[config.mk]
export PLATFORM = sky130hd
export DESIGN_NAME = gnos_fade
export DESIGN_NICKNAME = d
export VERILOG_FILES = /design/src/rtl/core/gradient_noise_octave_sum_unit_assert.svh /design/src/rtl/core/gnos_pkg.sv /design/src/rtl/core/gnos_fade.sv
export SDC_FILE = /design/constraint.sdc
export NUM_CORES = 2
export LEC_CHECK = 0
export BUFFER_PORTS_ARGS = -buffer_cell sky130_fd_sc_hd__buf_4
export CAP_MARGIN = 20
export CORE_MARGIN = 10
export CORE_UTILIZATION = 31
export DETAILED_ROUTE_END_ITERATION = 8
export GPL_TIMING_DRIVEN = 0
export MAX_ROUTING_LAYER = met4
export PLACE_DENSITY = 0.42
export SETUP_SLACK_MARGIN = 0.4
export SYNTH_ARGS = -nofsm -noshare
export SYNTH_HDL_FRONTEND = slang
export SYNTH_SLANG_ARGS = --single-unit
[constraint.sdc]
create_clock -name clk -period 17.5 [get_ports clk]
set_input_delay 1.75 -clock clk [delete_from_list [all_inputs] [get_ports clk]]
set_output_delay 1.75 -clock clk [all_outputs]
set_load 0.05 [all_outputs]
[src/rtl/core/gradient_noise_octave_sum_unit_assert.svh]
// ---------------------------------------------------------------------------
// gradient noise octave sum assertion macros
// immediate-free concurrent checks, compiled out when SYNTH is defined
// ---------------------------------------------------------------------------
`ifndef GRADIENT_NOISE_OCTAVE_SUM_UNIT_ASSERT_SVH
`define GRADIENT_NOISE_OCTAVE_SUM_UNIT_ASSERT_SVH

`ifndef SYNTH
`define GNOS_ASSERT(lbl, ante, cons) \
  lbl: assert property (@(posedge clk) disable iff (!rst_n) (ante) |-> (cons)) \
    else $error("gnos assertion failed");
`define GNOS_ASSERT_NXT(lbl, ante, cons) \
  lbl: assert property (@(posedge clk) disable iff (!rst_n) (ante) |=> (cons)) \
    else $error("gnos assertion failed");
`else
`define GNOS_ASSERT(lbl, ante, cons)
`define GNOS_ASSERT_NXT(lbl, ante, cons)
`endif

`endif

[src/rtl/core/gnos_pkg.sv]
// ---------------------------------------------------------------------------
// gnos_pkg
// shared constants and types of the gradient noise octave sum unit
// ---------------------------------------------------------------------------
package gnos_pkg;

  localparam int DEF_TABLE_SIZE  = 256;
  localparam int DEF_MAX_OCTAVES = 8;

  localparam int FRAC_W      = 16;
  localparam int FADE_W      = 17;
  localparam int FREQ_W      = 48;
  localparam int FREQ_FRAC_W = 12;
  localparam int AMP_W       = 17;
  localparam int QUOT_W      = 16;
  localparam int OUT_W       = 16;
  localparam int PERM_W      = 8;
  localparam int COORD_W     = 32;
  localparam int CFG_IDX_W   = 2;
  localparam int CFG_DATA_W  = 16;

  localparam logic [FREQ_W-1:0] FREQ_ONE = FREQ_W'(4096);
  localparam logic [FREQ_W-1:0] FREQ_CAP = FREQ_W'(1) << 47;
  localparam logic [AMP_W-1:0]  AMP_ONE  = AMP_W'(65536);

  localparam logic OP_LOAD = 1'b0;
  localparam logic OP_EVAL = 1'b1;

  localparam logic [CFG_IDX_W-1:0] CFG_OCTAVES = 2'd0;
  localparam logic [CFG_IDX_W-1:0] CFG_PERSIST = 2'd1;
  localparam logic [CFG_IDX_W-1:0] CFG_LACUN   = 2'd2;

  typedef logic [FRAC_W-1:0] frac_t;
  typedef logic [FADE_W-1:0] fade_t;

endpackage

[src/rtl/core/gnos_fade.sv]
// ---------------------------------------------------------------------------
// gnos_fade
// three stage quintic fade curve 6t^5 - 15t^4 + 10t^3 in q16
// ---------------------------------------------------------------------------
module gnos_fade (
  input  logic          clk,
  input  gnos_pkg::frac_t f,
  output gnos_pkg::fade_t fade
);
  import gnos_pkg::*;

  logic [2*FRAC_W-1:0] ff_r;
  frac_t               f1_r;
  logic [2*FRAC_W-1:0] t3a_r;
  logic [19:0]         inner_r;
  fade_t               fade_r;
  logic [35:0]         inner_full;
  logic [35:0]         fprod;

  assign inner_full = 36'(ff_r) * 36'd6 + (36'd10 << 32) - ((36'(f1_r) * 36'd15) << 16);
  assign fprod      = 36'(t3a_r[2*FRAC_W-1:FRAC_W]) * 36'(inner_r);

  always_ff @(posedge clk) begin
    ff_r    <= 32'(f) * 32'(f);
    f1_r    <= f;
    t3a_r   <= 32'(ff_r[2*FRAC_W-1:FRAC_W]) * 32'(f1_r);
    inner_r <= inner_full[35:16];
    fade_r  <= fprod[FADE_W+15:16];
  end

  assign fade = fade_r;

endmodule

==> metrics.txt <==
status=finished, final reports clean; Clk Latency, worst-skew pair=0.40 ns; largest net degree at the start of global routing=17; DP Area=0.0325 mm²; first-pass GRT wire length=139000 µm; routed length per placed instance=18.2 µm; # setup viols final=0; commonest cells after routing, fill and taps aside=777 x inv_1, 636 x fa_1, 418 x nand2_1; endpoints failing hold=0; worst stage delay on the critical path=0.60 ns; Max clock buf depth=2; Clock Tree Root=clkbuf_16; top_reg_cell synth=dfxtp_1; Syn Nets=4414; Synth cell types=64; R2R Setup Slk=9.96 ns; Core Region=0.0981 mm²; CTS Sinks=99; Hold Slack=0.924 ns; drc violations=0; H-tree Lvls=3; vias in the first global route=23896; Worst-Margin Slew=0.923 ns; crit path DAT=8.25 ns; initial DRC count=969; I/O Buffers=33; synthesis-to-layout area growth=7.26%; commonest non-fill, non-tap cell in the layout=inv_1; Synth async-reset ratio=0%; Die Y=334 µm; Ys Warns=0; Worst Path Buf+Inv=5; mapped cell area=0.0306 mm²; ANT nets after route=0; worst endpoint required time=17.83 ns; Crit Path Max Fanout=10; Hold WC Path Type=flop to flop; Core Rows=115; post-cts gate resize count=0; max-cap violations=0; post-CTS setup buffers=0; RSZ-0062 raised after global routing=false; Worst-path clk slew=0.08 ns; Mapped Avg Cell Area=9.08 µm²; cts bufs inserted=9; Mapped Cells=3371; # IOs=34; initial antenna violation count=1; Post-synth EDFFs=0; clk_skew=0.0220 ns; sequential-to-total area share from yosys stat=6.47%; total gr overflow=0; CTS tree=done; Seq cells post-synth=99; ratio of cells with drive above 1 in the final layout=1.87%; largest delay contributor family on the critical path=adder cells; Critical-path top delay cell=clkbuf_1; dpl hpwl=70600 µm; post-route cell area=0.0328 mm²; Final period util=45.3%; total wire length=85600 µm; full die area=0.112 mm²; # nets final=4458; minimum clock period=7.92 ns; sum of negative setup slack=0 ns; die width=334 µm; 1st-pass router iterations=7; max_slew headroom=38.4%; gr usage total=16.4%; Final Max Tran Viols=0; Via density=4.54; cts hold-fix bufs=0; Antenna Cells=0; Worst setup EP type=flop; Setup CP Type=input port to flop; crit-path cells=buf_4, clkbuf_1, nand2_1, fa_1, fa_1, inv_1, fa_1, inv_1, fa_1, fa_1, fa_1, inv_1, ha_1, a21o_1, a21oi_1, nor2b_1, o21a_1, a21oi_1, o2bb2ai_1, o21ai_1, a211o_1, a21oi_1, xnor2_1; Fmax=126 MHz; final RePlAce weighted congestion=0.838; via count=21354; CP dominant cell by count=fa_1; Initial Util=31.2%; startpoint types=input port
-- synthesized netlist by cell type (18+ instances only) --
library cell	count	area, µm²
fa_1	636	12700
nand3_1	18	90.1
o21a_1	29	218
xnor2_1	95	832
clkbuf_1	98	368
nand2_1	418	1570
a21oi_1	95	475
nor3_1	24	120
dfxtp_1	99	1980
nor2_1	86	323
xor2_1	34	298
ha_1	390	4880
and2_1	304	1900
a21o_1	57	428
o21ai_0	34	170
inv_1	777	2920
-- per-layer routing --
| metal | up-vias | track usage [%] | part of all wire (%) |
|---|---|---|---|
| met2 | 270 | 27.7 | 48 |
| met5 | - | - | 0 |
| met3 | 53 | 1.29 | 2.5 |
| met4 | 0 | 3.13 | 1.6 |
| met1 | 10742 | 21.4 | 48 |
| li1 | 10289 | - | - |
-- cells by family (layout without fill, tap and decap cells) --
logic type      count (synthesis)  count (layout)  share of synthesized area [%]
fa+ha+maj                    1026            1026                           57.5
simple gates                  916             916                           14.5
buf+inv                       877             926                           10.8
compound gates                321             321                           7.01
xor+xnor                      129             129                           3.69
flops                          99              99                           6.47
mux                             2               2                         0.0695
other cells                     1               1                         0.0122
-- worst paths after layout --
kind	startpoint	endpoint	cells past startpoint
min	t3a_r[29]	fade[16]	4
min reg2reg	t3a_r[29]	fade[16]	4
max	f[6]	ff_r[31]	23
max reg2reg	t3a_r[29]	fade[16]	23
-- layout make-up --
class                           count  area [µm²]
Fill cell                       10549       65300
Multi-Input combinational cell   2395       25300
Inverter                          777        2920
Sequential cell                    99        1980
Tap cell                         1287        1610
Buffer                            100         378
Timing Repair Buffer               33         248
Clock buffer                       10         229
Clock inverter                      6         136
-- metrics by stage --
stage                     std cells  worst slack, ns  util, %
after global placement         4691             9.06     33.1
after detailed placement       4691             9.10     33.1
after global routing           4707             9.25     33.5
after CTS                      4707             9.54     33.5
after floorplan                3371            10.28        -
final                          4707             9.58     33.5
-- worst register-to-register path, stage by stage, from the launching register on --
cell       delay [ns]
dfxtp_1          0.37
clkbuf_1         0.54
clkbuf_1         0.52
nand2_1          0.16
fa_1             0.53
fa_1             0.49
inv_1            0.05
fa_1             0.50
fa_1             0.44
fa_1             0.49
inv_1            0.05
fa_1             0.48
inv_1            0.05
ha_1             0.28
a211o_1          0.26
a21oi_1          0.16
nand2_1          0.09
o211a_1          0.30
a221oi_2         0.63
o21a_1           0.26
o21a_1           0.25
o2111ai_1        0.22
a21oi_1          0.21
xnor2_1          0.13
-- state kept, by name (all words and copies together) (netlist names) --
| register | count |
|---|---|
| f1_r | 16 |
| ff_r | 30 |
| fade | 17 |
| t3a_r | 16 |
| inner_r | 20 |
Power is left out: the tool's default activity adds up to more than one toggle a clock period on the data nets, which glitch-free logic cannot reach.
