## src/rtl/core/gradient_noise_octave_sum_unit_assert.svh

```systemverilog
// ---------------------------------------------------------------------------
// gradient noise octave sum assertion macros
// immediate-free concurrent checks, compiled out when SYNTH is defined
// ---------------------------------------------------------------------------
`ifndef GRADIENT_NOISE_OCTAVE_SUM_UNIT_ASSERT_SVH
`define GRADIENT_NOISE_OCTAVE_SUM_UNIT_ASSERT_SVH

`ifndef SYNTH
`define GNOS_ASSERT(lbl, ante, cons) \
  lbl: assert property (@(posedge clk) disable iff (!rst_n) (ante) |-> (cons)) \
    else $error("gnos assertion failed");
`define GNOS_ASSERT_NXT(lbl, ante, cons) \
  lbl: assert property (@(posedge clk) disable iff (!rst_n) (ante) |=> (cons)) \
    else $error("gnos assertion failed");
`else
`define GNOS_ASSERT(lbl, ante, cons)
`define GNOS_ASSERT_NXT(lbl, ante, cons)
`endif

`endif

```

## src/rtl/core/gnos_pkg.sv

```systemverilog
// ---------------------------------------------------------------------------
// gnos_pkg
// shared constants and types of the gradient noise octave sum unit
// ---------------------------------------------------------------------------
package gnos_pkg;

  localparam int DEF_TABLE_SIZE  = 256;
  localparam int DEF_MAX_OCTAVES = 8;

  localparam int FRAC_W      = 16;
  localparam int FADE_W      = 17;
  localparam int FREQ_W      = 48;
  localparam int FREQ_FRAC_W = 12;
  localparam int AMP_W       = 17;
  localparam int QUOT_W      = 16;
  localparam int OUT_W       = 16;
  localparam int PERM_W      = 8;
  localparam int COORD_W     = 32;
  localparam int CFG_IDX_W   = 2;
  localparam int CFG_DATA_W  = 16;

  localparam logic [FREQ_W-1:0] FREQ_ONE = FREQ_W'(4096);
  localparam logic [FREQ_W-1:0] FREQ_CAP = FREQ_W'(1) << 47;
  localparam logic [AMP_W-1:0]  AMP_ONE  = AMP_W'(65536);

  localparam logic OP_LOAD = 1'b0;
  localparam logic OP_EVAL = 1'b1;

  localparam logic [CFG_IDX_W-1:0] CFG_OCTAVES = 2'd0;
  localparam logic [CFG_IDX_W-1:0] CFG_PERSIST = 2'd1;
  localparam logic [CFG_IDX_W-1:0] CFG_LACUN   = 2'd2;

  typedef logic [FRAC_W-1:0] frac_t;
  typedef logic [FADE_W-1:0] fade_t;

endpackage

```

## src/rtl/core/gnos_div.sv

```systemverilog
// ---------------------------------------------------------------------------
// gnos_div
// signed by unsigned restoring divider, one quotient bit per cycle, saturated
// ---------------------------------------------------------------------------
module gnos_div #(
  parameter int TW  = 40,
  parameter int DVW = 23
) (
  input  logic                          clk,
  input  logic                          rst_n,
  input  logic                          start,
  input  logic signed [TW-1:0]          dividend,
  input  logic [DVW-1:0]                divisor,
  output logic                          done,
  output logic signed [gnos_pkg::OUT_W-1:0] quotient
);
  import gnos_pkg::*;

  localparam int CW    = (TW > DVW + QUOT_W) ? TW : DVW + QUOT_W;
  localparam int CNT_W = $clog2(QUOT_W + 1);

  logic [CW-1:0]     rem_r;
  logic [CW-1:0]     dsh_r;
  logic [QUOT_W-1:0] q_r;
  logic [CNT_W-1:0]  cnt_r;
  logic              neg_r;
  logic              busy_r;
  logic              done_r;
  logic [TW-1:0]     mag;
  logic              ge;
  logic signed [QUOT_W:0] qs;

  assign mag = dividend[TW-1] ? TW'(-dividend) : TW'(dividend);
  assign ge  = (rem_r >= dsh_r);

  always_ff @(posedge clk) begin
    if (!rst_n) begin
      busy_r <= 1'b0;
      done_r <= 1'b0;
      cnt_r  <= '0;
    end else begin
      done_r <= 1'b0;
      if (start) begin
        busy_r <= 1'b1;
        cnt_r  <= CNT_W'(QUOT_W);
      end else if (busy_r) begin
        cnt_r <= cnt_r - CNT_W'(1);
        if (cnt_r == CNT_W'(1)) begin
          busy_r <= 1'b0;
          done_r <= 1'b1;
        end
      end
    end
  end

  always_ff @(posedge clk) begin
    if (start) begin
      rem_r <= CW'(mag);
      dsh_r <= CW'(divisor) << (QUOT_W - 1);
      q_r   <= '0;
      neg_r <= dividend[TW-1];
    end else if (busy_r) begin
      if (ge) begin
        rem_r <= rem_r - dsh_r;
      end
      q_r   <= {q_r[QUOT_W-2:0], ge};
      dsh_r <= dsh_r >> 1;
    end
  end

  always_comb begin
    qs = neg_r ? -$signed({1'b0, q_r}) : $signed({1'b0, q_r});
    if (qs > (QUOT_W+1)'(32767)) begin
      quotient = OUT_W'(32767);
    end else if (qs < -(QUOT_W+1)'(32768)) begin
      quotient = OUT_W'(-32768);
    end else begin
      quotient = OUT_W'(qs);
    end
  end

  assign done = done_r;

endmodule

```

## config.mk

```make
export PLATFORM = sky130hd
export DESIGN_NAME = gnos_div
export DESIGN_NICKNAME = d
export VERILOG_FILES = /design/src/rtl/core/gradient_noise_octave_sum_unit_assert.svh /design/src/rtl/core/gnos_pkg.sv /design/src/rtl/core/gnos_div.sv
export SDC_FILE = /design/constraint.sdc
export NUM_CORES = 1
export LEC_CHECK = 0
export BUFFER_PORTS_ARGS = -buffer_cell sky130_fd_sc_hd__buf_2
export CAP_MARGIN = 20
export CORE_MARGIN = 1
export CORE_UTILIZATION = 35
export CTS_BUF_LIST = sky130_fd_sc_hd__clkbuf_16
export DETAILED_ROUTE_END_ITERATION = 8
export HOLD_SLACK_MARGIN = 0.05
export MAX_ROUTING_LAYER = met4
export PLACE_DENSITY = 0.51
export SLEW_MARGIN = 15
export SYNTH_ARGS = -nofsm -noshare
export SYNTH_HDL_FRONTEND = slang
export SYNTH_SLANG_ARGS = --single-unit
```

## constraint.sdc

```tcl
create_clock -name clk -period 9.2 [get_ports clk]
set_input_delay 1.84 -clock clk [delete_from_list [all_inputs] [get_ports clk]]
set_output_delay 1.84 -clock clk [all_outputs]
set_load 0.005 [all_outputs]
```

==> metrics.yaml, run 1 <==
sta:
  slew_violations: 0
  skew_ps: 12.66
  period_needed_ps: 4841
  slew_headroom_pct: 43.81
  finalHoldViolCount: 0
  setup_tns_ps: 0
  max_clock_freq_mhz: 206.6
  setup_viol: 0
  worst_pin_slew_ps: 835.4
  period_share_pct: 52.62
  rsz0062_at_grt: "no"
synthesis:
  netlist_instances: 883
  async_flop_share_pct: 0
  syn_nets: 992
  ys_seq_elements: 102
  synth-edff-count: 64
  synth.avg_cell_area_um2: 8.554
  yosysWarnings: 0
  synth_area_um2: 7553
  ys_seq_area_share_pct: 35.51
  ys_types: 65
  ys.flop_type: "edfxtp_1"
clocking:
  cts_resized: 0
  tritoncts: "yes"
  numCtsBuffers: 9
  clockRootBuffer: "clkbuf_16"
  clk_latency_ps: 360
  cts.sinks: 102
  h-tree-depth: 3
  cts_setup_buffers: 0
  path_clk_slew_ps: 70
  cts.hold.buffers_added: 0
  cts.path.max_buffers: 2
pwr:
  pwr-share-seq_pct: 30.9
  power_switching_mw: 0.8698
  clkPwrFrac_pct: 18.1
  power_density_nw_per_um2: 248.5
  p_sw_share_pct: 41.14
  internal_power_mw: 1.244
  combPwrFrac_pct: 51.0
  ir_worst_vdd_mv: 0.09999
  leakagePower_nw: 3.372
setup_path:
  endpoint_kind: "primary output"
  arrival_ps: 3000
  critPathSlowestCell: "or4_1"
  cpPeakStageDelay_ps: 460
  path_max_fanout: 12
  startpoint_type: "flop"
  critPathRequiredTime_ps: 7360
  crit_chain: "inv_1 > nand2_1 > or4_1 > nand2b_1 > o41ai_1 > xnor2_1 > nor2_1 > o21ai_0 > buf_2"
  path_class: "flop to primary output"
placed_design:
  gp_congestion: 0.8402
  dp_hpwl_um: 14780
  portBuffers: 82
  dpl.cell_count: 1201
route:
  wirelength_um: 19700
  initialDrtViolationCount: 310
  vias: 6280
  first_pass_iters: 5
  final_antenna_net_count: 0
  wl_per_cell_um: 16.14
  route.detailed.drc: 0
  vias_per_cell: 5.148
finish:
  nets: 1046
  fin_cells: 1220
  final_common_cell: "nand2_1"
  drive_gt1_share_pct: 12.21
  most-common-layout-cells: "102 x nand2_1, 84 x nor2_1, 81 x buf_2, 69 x o21ai_0, 64 x edfxtp_1"
  area_growth_pct: 12.61
  post-route-util_pct: 40.33
  fillers: 2212
min_path:
  holdCritPathClass: "flop to flop"
floorplan:
  pin_count: 83
  rows: 53
  fp.dieH_um: 148.9
  coreArea_um2: 21090
  die_area_um2: 22170
  start_util_pct: 35.82
  die_w_um: 148.9
global_route:
  overflow: 0
  grt_antenna_before_repair: 3
  first_global_vias: 5913
  grt_pass1_wl_um: 31800
  grt_max_degree: 79
  track_usage_pct: 18.96
run_status:
  status: "finished, final reports clean"
flow_run:
  cap_violations: 0
-- layout make-up --
type | instances | area (um2) | share of cell area [%]
diodes | 3 | 7.507 | 0.08826
clock buffers | 10 | 250.2 | 2.942
clock inverters | 6 | 32.53 | 0.3825
inverters | 63 | 236.5 | 2.780
multi-input cells | 674 | 4481 | 52.68
flip-flops and latches | 102 | 2684 | 31.55
well taps | 275 | 344.1 | 4.045
repair buffers | 87 | 470.5 | 5.531
-- state kept, by name, summed over array words and instances, names as in the netlist --
register / cells
done: 1
q_r: 16
cnt_r: 5
rem_r: 40
dsh_r: 38
neg_r: 1
busy_r: 1
-- logic make-up (layout without fill, tap and decap cells) --
kind of cell               count (synthesis)  in the layout  share of synthesized area (%)
other                                      0              3                              0
DFF                                      102            102                          35.51
muxes                                     37             37                          4.920
adders and majority gates                 45             45                          7.487
xor gates and xnor gates                  89             89                          10.32
AOI/OAI and AO/OA                        232            232                          20.18
and+or+nand+nor                          271            271                          16.22
buffers and inverters                    107            166                          5.367
-- critical path: cells and delay by family (launching register included) --
kind | cells | cell delay, ps
AO/OA/AOI/OAI | 2 | 570
XOR/XNOR | 1 | 230
buffers and inverters | 2 | 270
flip-flops | 1 | 350
AND/OR/NAND/NOR | 4 | 1210
-- synth_stat cells, types with 8 or more instances --
library cell | n | area (um2)
a22o_1 | 8 | 70.07
nand4_1 | 13 | 81.33
o21bai_1 | 8 | 60.06
mux2i_1 | 36 | 360.4
nor2_1 | 84 | 315.3
xor2_1 | 35 | 306.5
dfxtp_1 | 38 | 760.7
nand3_1 | 14 | 70.07
buf_1 | 9 | 33.78
a21oi_1 | 53 | 265.3
clkbuf_1 | 32 | 120.1
edfxtp_1 | 64 | 1922
inv_1 | 62 | 232.7
ha_1 | 42 | 525.5
o31ai_1 | 29 | 217.7
nand2_1 | 102 | 382.9
xnor2_1 | 54 | 473.0
o21ai_0 | 69 | 345.3
nor3_1 | 13 | 65.06
a21o_1 | 9 | 67.56
nor2b_1 | 10 | 62.56
-- stage by stage --
stage	total power [mW]	cell area [um2]	hold WS [ps]	worst slack, ps
floorplan	1.461	7553	464.7	3939
global placement	1.737	8188	486.7	4586
detailed placement	1.732	8215	490.4	4497
CTS	2.125	8498	500.6	4323
global route	2.277	8506	551.0	3958
finish	2.114	8506	503.7	4359
-- layer usage --
layer / wire length (um) / vias up / share of wire (%) / track usage (%)
met5: 0 / - / 0 / -
met4: 135 / 0 / 0.69 / 3.214
met3: 1028 / 12 / 5.2 / 3.853
met2: 8626 / 144 / 44 / 28.19
met1: 9906 / 2863 / 50 / 26.74
li1: - / 3261 / - / -
-- power groups by stage --
stage | clock network [mW] | registers [mW] | logic, mW
final | 0.382 | 0.654 | 1.08
after global routing | 0.410 | 0.664 | 1.20
after CTS | 0.396 | 0.654 | 1.07
after detailed placement | 0 | 0.665 | 1.07
after global placement | 0 | 0.664 | 1.07
after floorplan | 0 | 0.649 | 0.812
-- final timing paths --
check	startpoint	slack [ps]	to	depth (start not counted)
max	q_r[0]	4360	quotient[7]	9
min reg2reg	cnt_r[1]	500	cnt_r[1]	2
min	cnt_r[1]	500	cnt_r[1]	2
max reg2reg	rem_r[0]	5280	rem_r[36]	13
Power figures use the tool's default switching activity.
==> inputs of run 2 (changes only) <==
==> constraint.sdc (replaced) <==
create_clock -name clk -period 4.5 [get_ports clk]
set_input_delay 0.9 -clock clk [delete_from_list [all_inputs] [get_ports clk]]
set_output_delay 0.9 -clock clk [all_outputs]
set_load 0.005 [all_outputs]
==> metrics.yaml, run 2 (synthesis gave the netlist of run 1 again) <==
finish:
  most-common-layout-cells: "102 x nand2_1, 84 x nor2_1, 81 x buf_2, 69 x o21ai_0"
  largest_register: "rem_r"
  area_growth_pct: 12.52
  final_common_cell: "nand2_1"
  fin_cells: 1223
  drive_gt1_share_pct: 12.68
  reg_top3: "rem_r (40), dsh_r (38), q_r (16)"
  nets: 1050
  largest_reg_flops: 40
clocking:
  path_clk_slew_ps: 80
  cts.path.max_buffers: 2
  cts_resized: 0
  clk_latency_ps: 350
  cts.hold.buffers_added: 0
  clockRootBuffer: "clkbuf_16"
  numCtsBuffers: 9
  cts_setup_buffers: 0
  cts.sinks: 102
  tritoncts: "yes"
  h-tree-depth: 3
route:
  vias: 6457
  route.detailed.drc: 0
  wirelength_um: 20010
  first_pass_iters: 5
  final_antenna_net_count: 0
  wl_per_cell_um: 16.36
  initialDrtViolationCount: 338
  vias_per_cell: 5.280
setup_path:
  critPathRequiredTime_ps: 3600
  crit_chain: "or4_1 > nand2b_1 > o41ai_1 > xnor2_1 > nor2_1 > o21ai_0 > buf_2"
  reg2reg_setup_slack_ps: 1070
  cpPeakStageDelay_ps: 590
  critPathSlowestCell: "or4_1"
  path_class: "flop to primary output"
  path_max_fanout: 12
  arrival_ps: 2940
  startpoint_type: "flop"
  endpoint_kind: "primary output"
sta:
  slew_headroom_pct: 48.52
  worst_pin_slew_ps: 772.1
  period_share_pct: 85.27
  slew_violations: 0
  setup_tns_ps: 0
  fin_hold_ws_ps: 506.5
  worst_slack_ps: 662.9
  rsz0062_at_grt: "no"
  skew_ps: 9.936
  finalHoldViolCount: 0
  period_needed_ps: 3837
  setup_viol: 0
  max_clock_freq_mhz: 260.6
placed_design:
  post-place-ws_ps: 893.0
  dp_hpwl_um: 15010
  portBuffers: 82
  dpl.cell_count: 1205
  gp_congestion: 0.8573
global_route:
  grt_max_degree: 54
  track_usage_pct: 18.96
  first_global_vias: 5871
  overflow: 0
  grt_pass1_wl_um: 31820
  grt_antenna_before_repair: 2
flow_run:
  cap_violations: 0
floorplan:
  die_area_um2: 22170
  fp.dieH_um: 148.9
  die_w_um: 148.9
  pin_count: 83
  rows: 53
  coreArea_um2: 21090
  start_util_pct: 35.82
pwr:
  ir_worst_vdd_mv: 0.1810
  leakagePower_nw: 3.373
  power_density_nw_per_um2: 508.2
run_status:
  status: "finished, final reports clean"
min_path:
  holdCritPathClass: "flop to flop"
[run 2: changes by cell type in the layout (fill, tap and decap cells not counted)]
cell,change
buf_16,-1
diode_2,-1
clkinvlp_4,+2
buf_4,+5
clkbuf_16,-1
inv_1,+1
clkinv_4,+1
clkinv_1,-2
inv_6,-1
[run 2: path summary, 6_finish.rpt]
path                  from     endpoint  depth (start not counted)
hold / removal    cnt_r[1]     cnt_r[1]                          2
setup / recovery    q_r[2]  quotient[6]                          7
setup reg to reg  dsh_r[6]    rem_r[39]                         11
hold reg to reg   cnt_r[1]     cnt_r[1]                          2
[run 2: cell type report]
class	instances	area [um2]
fill	2184	12590
multi-input combinational	674	4481
sequential	102	2684
timing repair buffer	91	480.5
tap	275	344.1
inverter	63	236.5
clock buffer	9	225.2
clock inverter	7	43.79
antenna	2	5.005
[run 2: report_power, final]
group	switching [mW]	internal, mW
Combinational	1.35	0.894
Sequential	0.0756	1.25
Clock	0.376	0.374
Total	1.80	2.52
[run 2: worst max-delay path: cells and delay by family, from the launching register on]
family,cells,cell delay (ps)
simple gates,3,1250
compound gates,2,600
flops,1,360
xor+xnor,1,230
buf+inv,1,150
[run 2: per-layer routing]
layer / vias up / track usage [%] / routed length [um]
met5: - / - / 0
met4: 0 / 4.439 / 218
met3: 17 / 2.966 / 982
met2: 156 / 27.95 / 8621
met1: 3017 / 27.02 / 10190
li1: 3267 / - / -
[run 2: metrics by stage]
stage          utilization, %  power, mW  instance area [um2]
6_report                40.31      4.319                 8499
2_1_floorplan               -      2.986                 7560
4_1_cts                 40.28      4.329                 8494
3_5_place_dp            39.01      3.559                 8225
5_1_grt                 40.31      4.647                 8499
3_3_place_gp            39.01      3.563                 8225
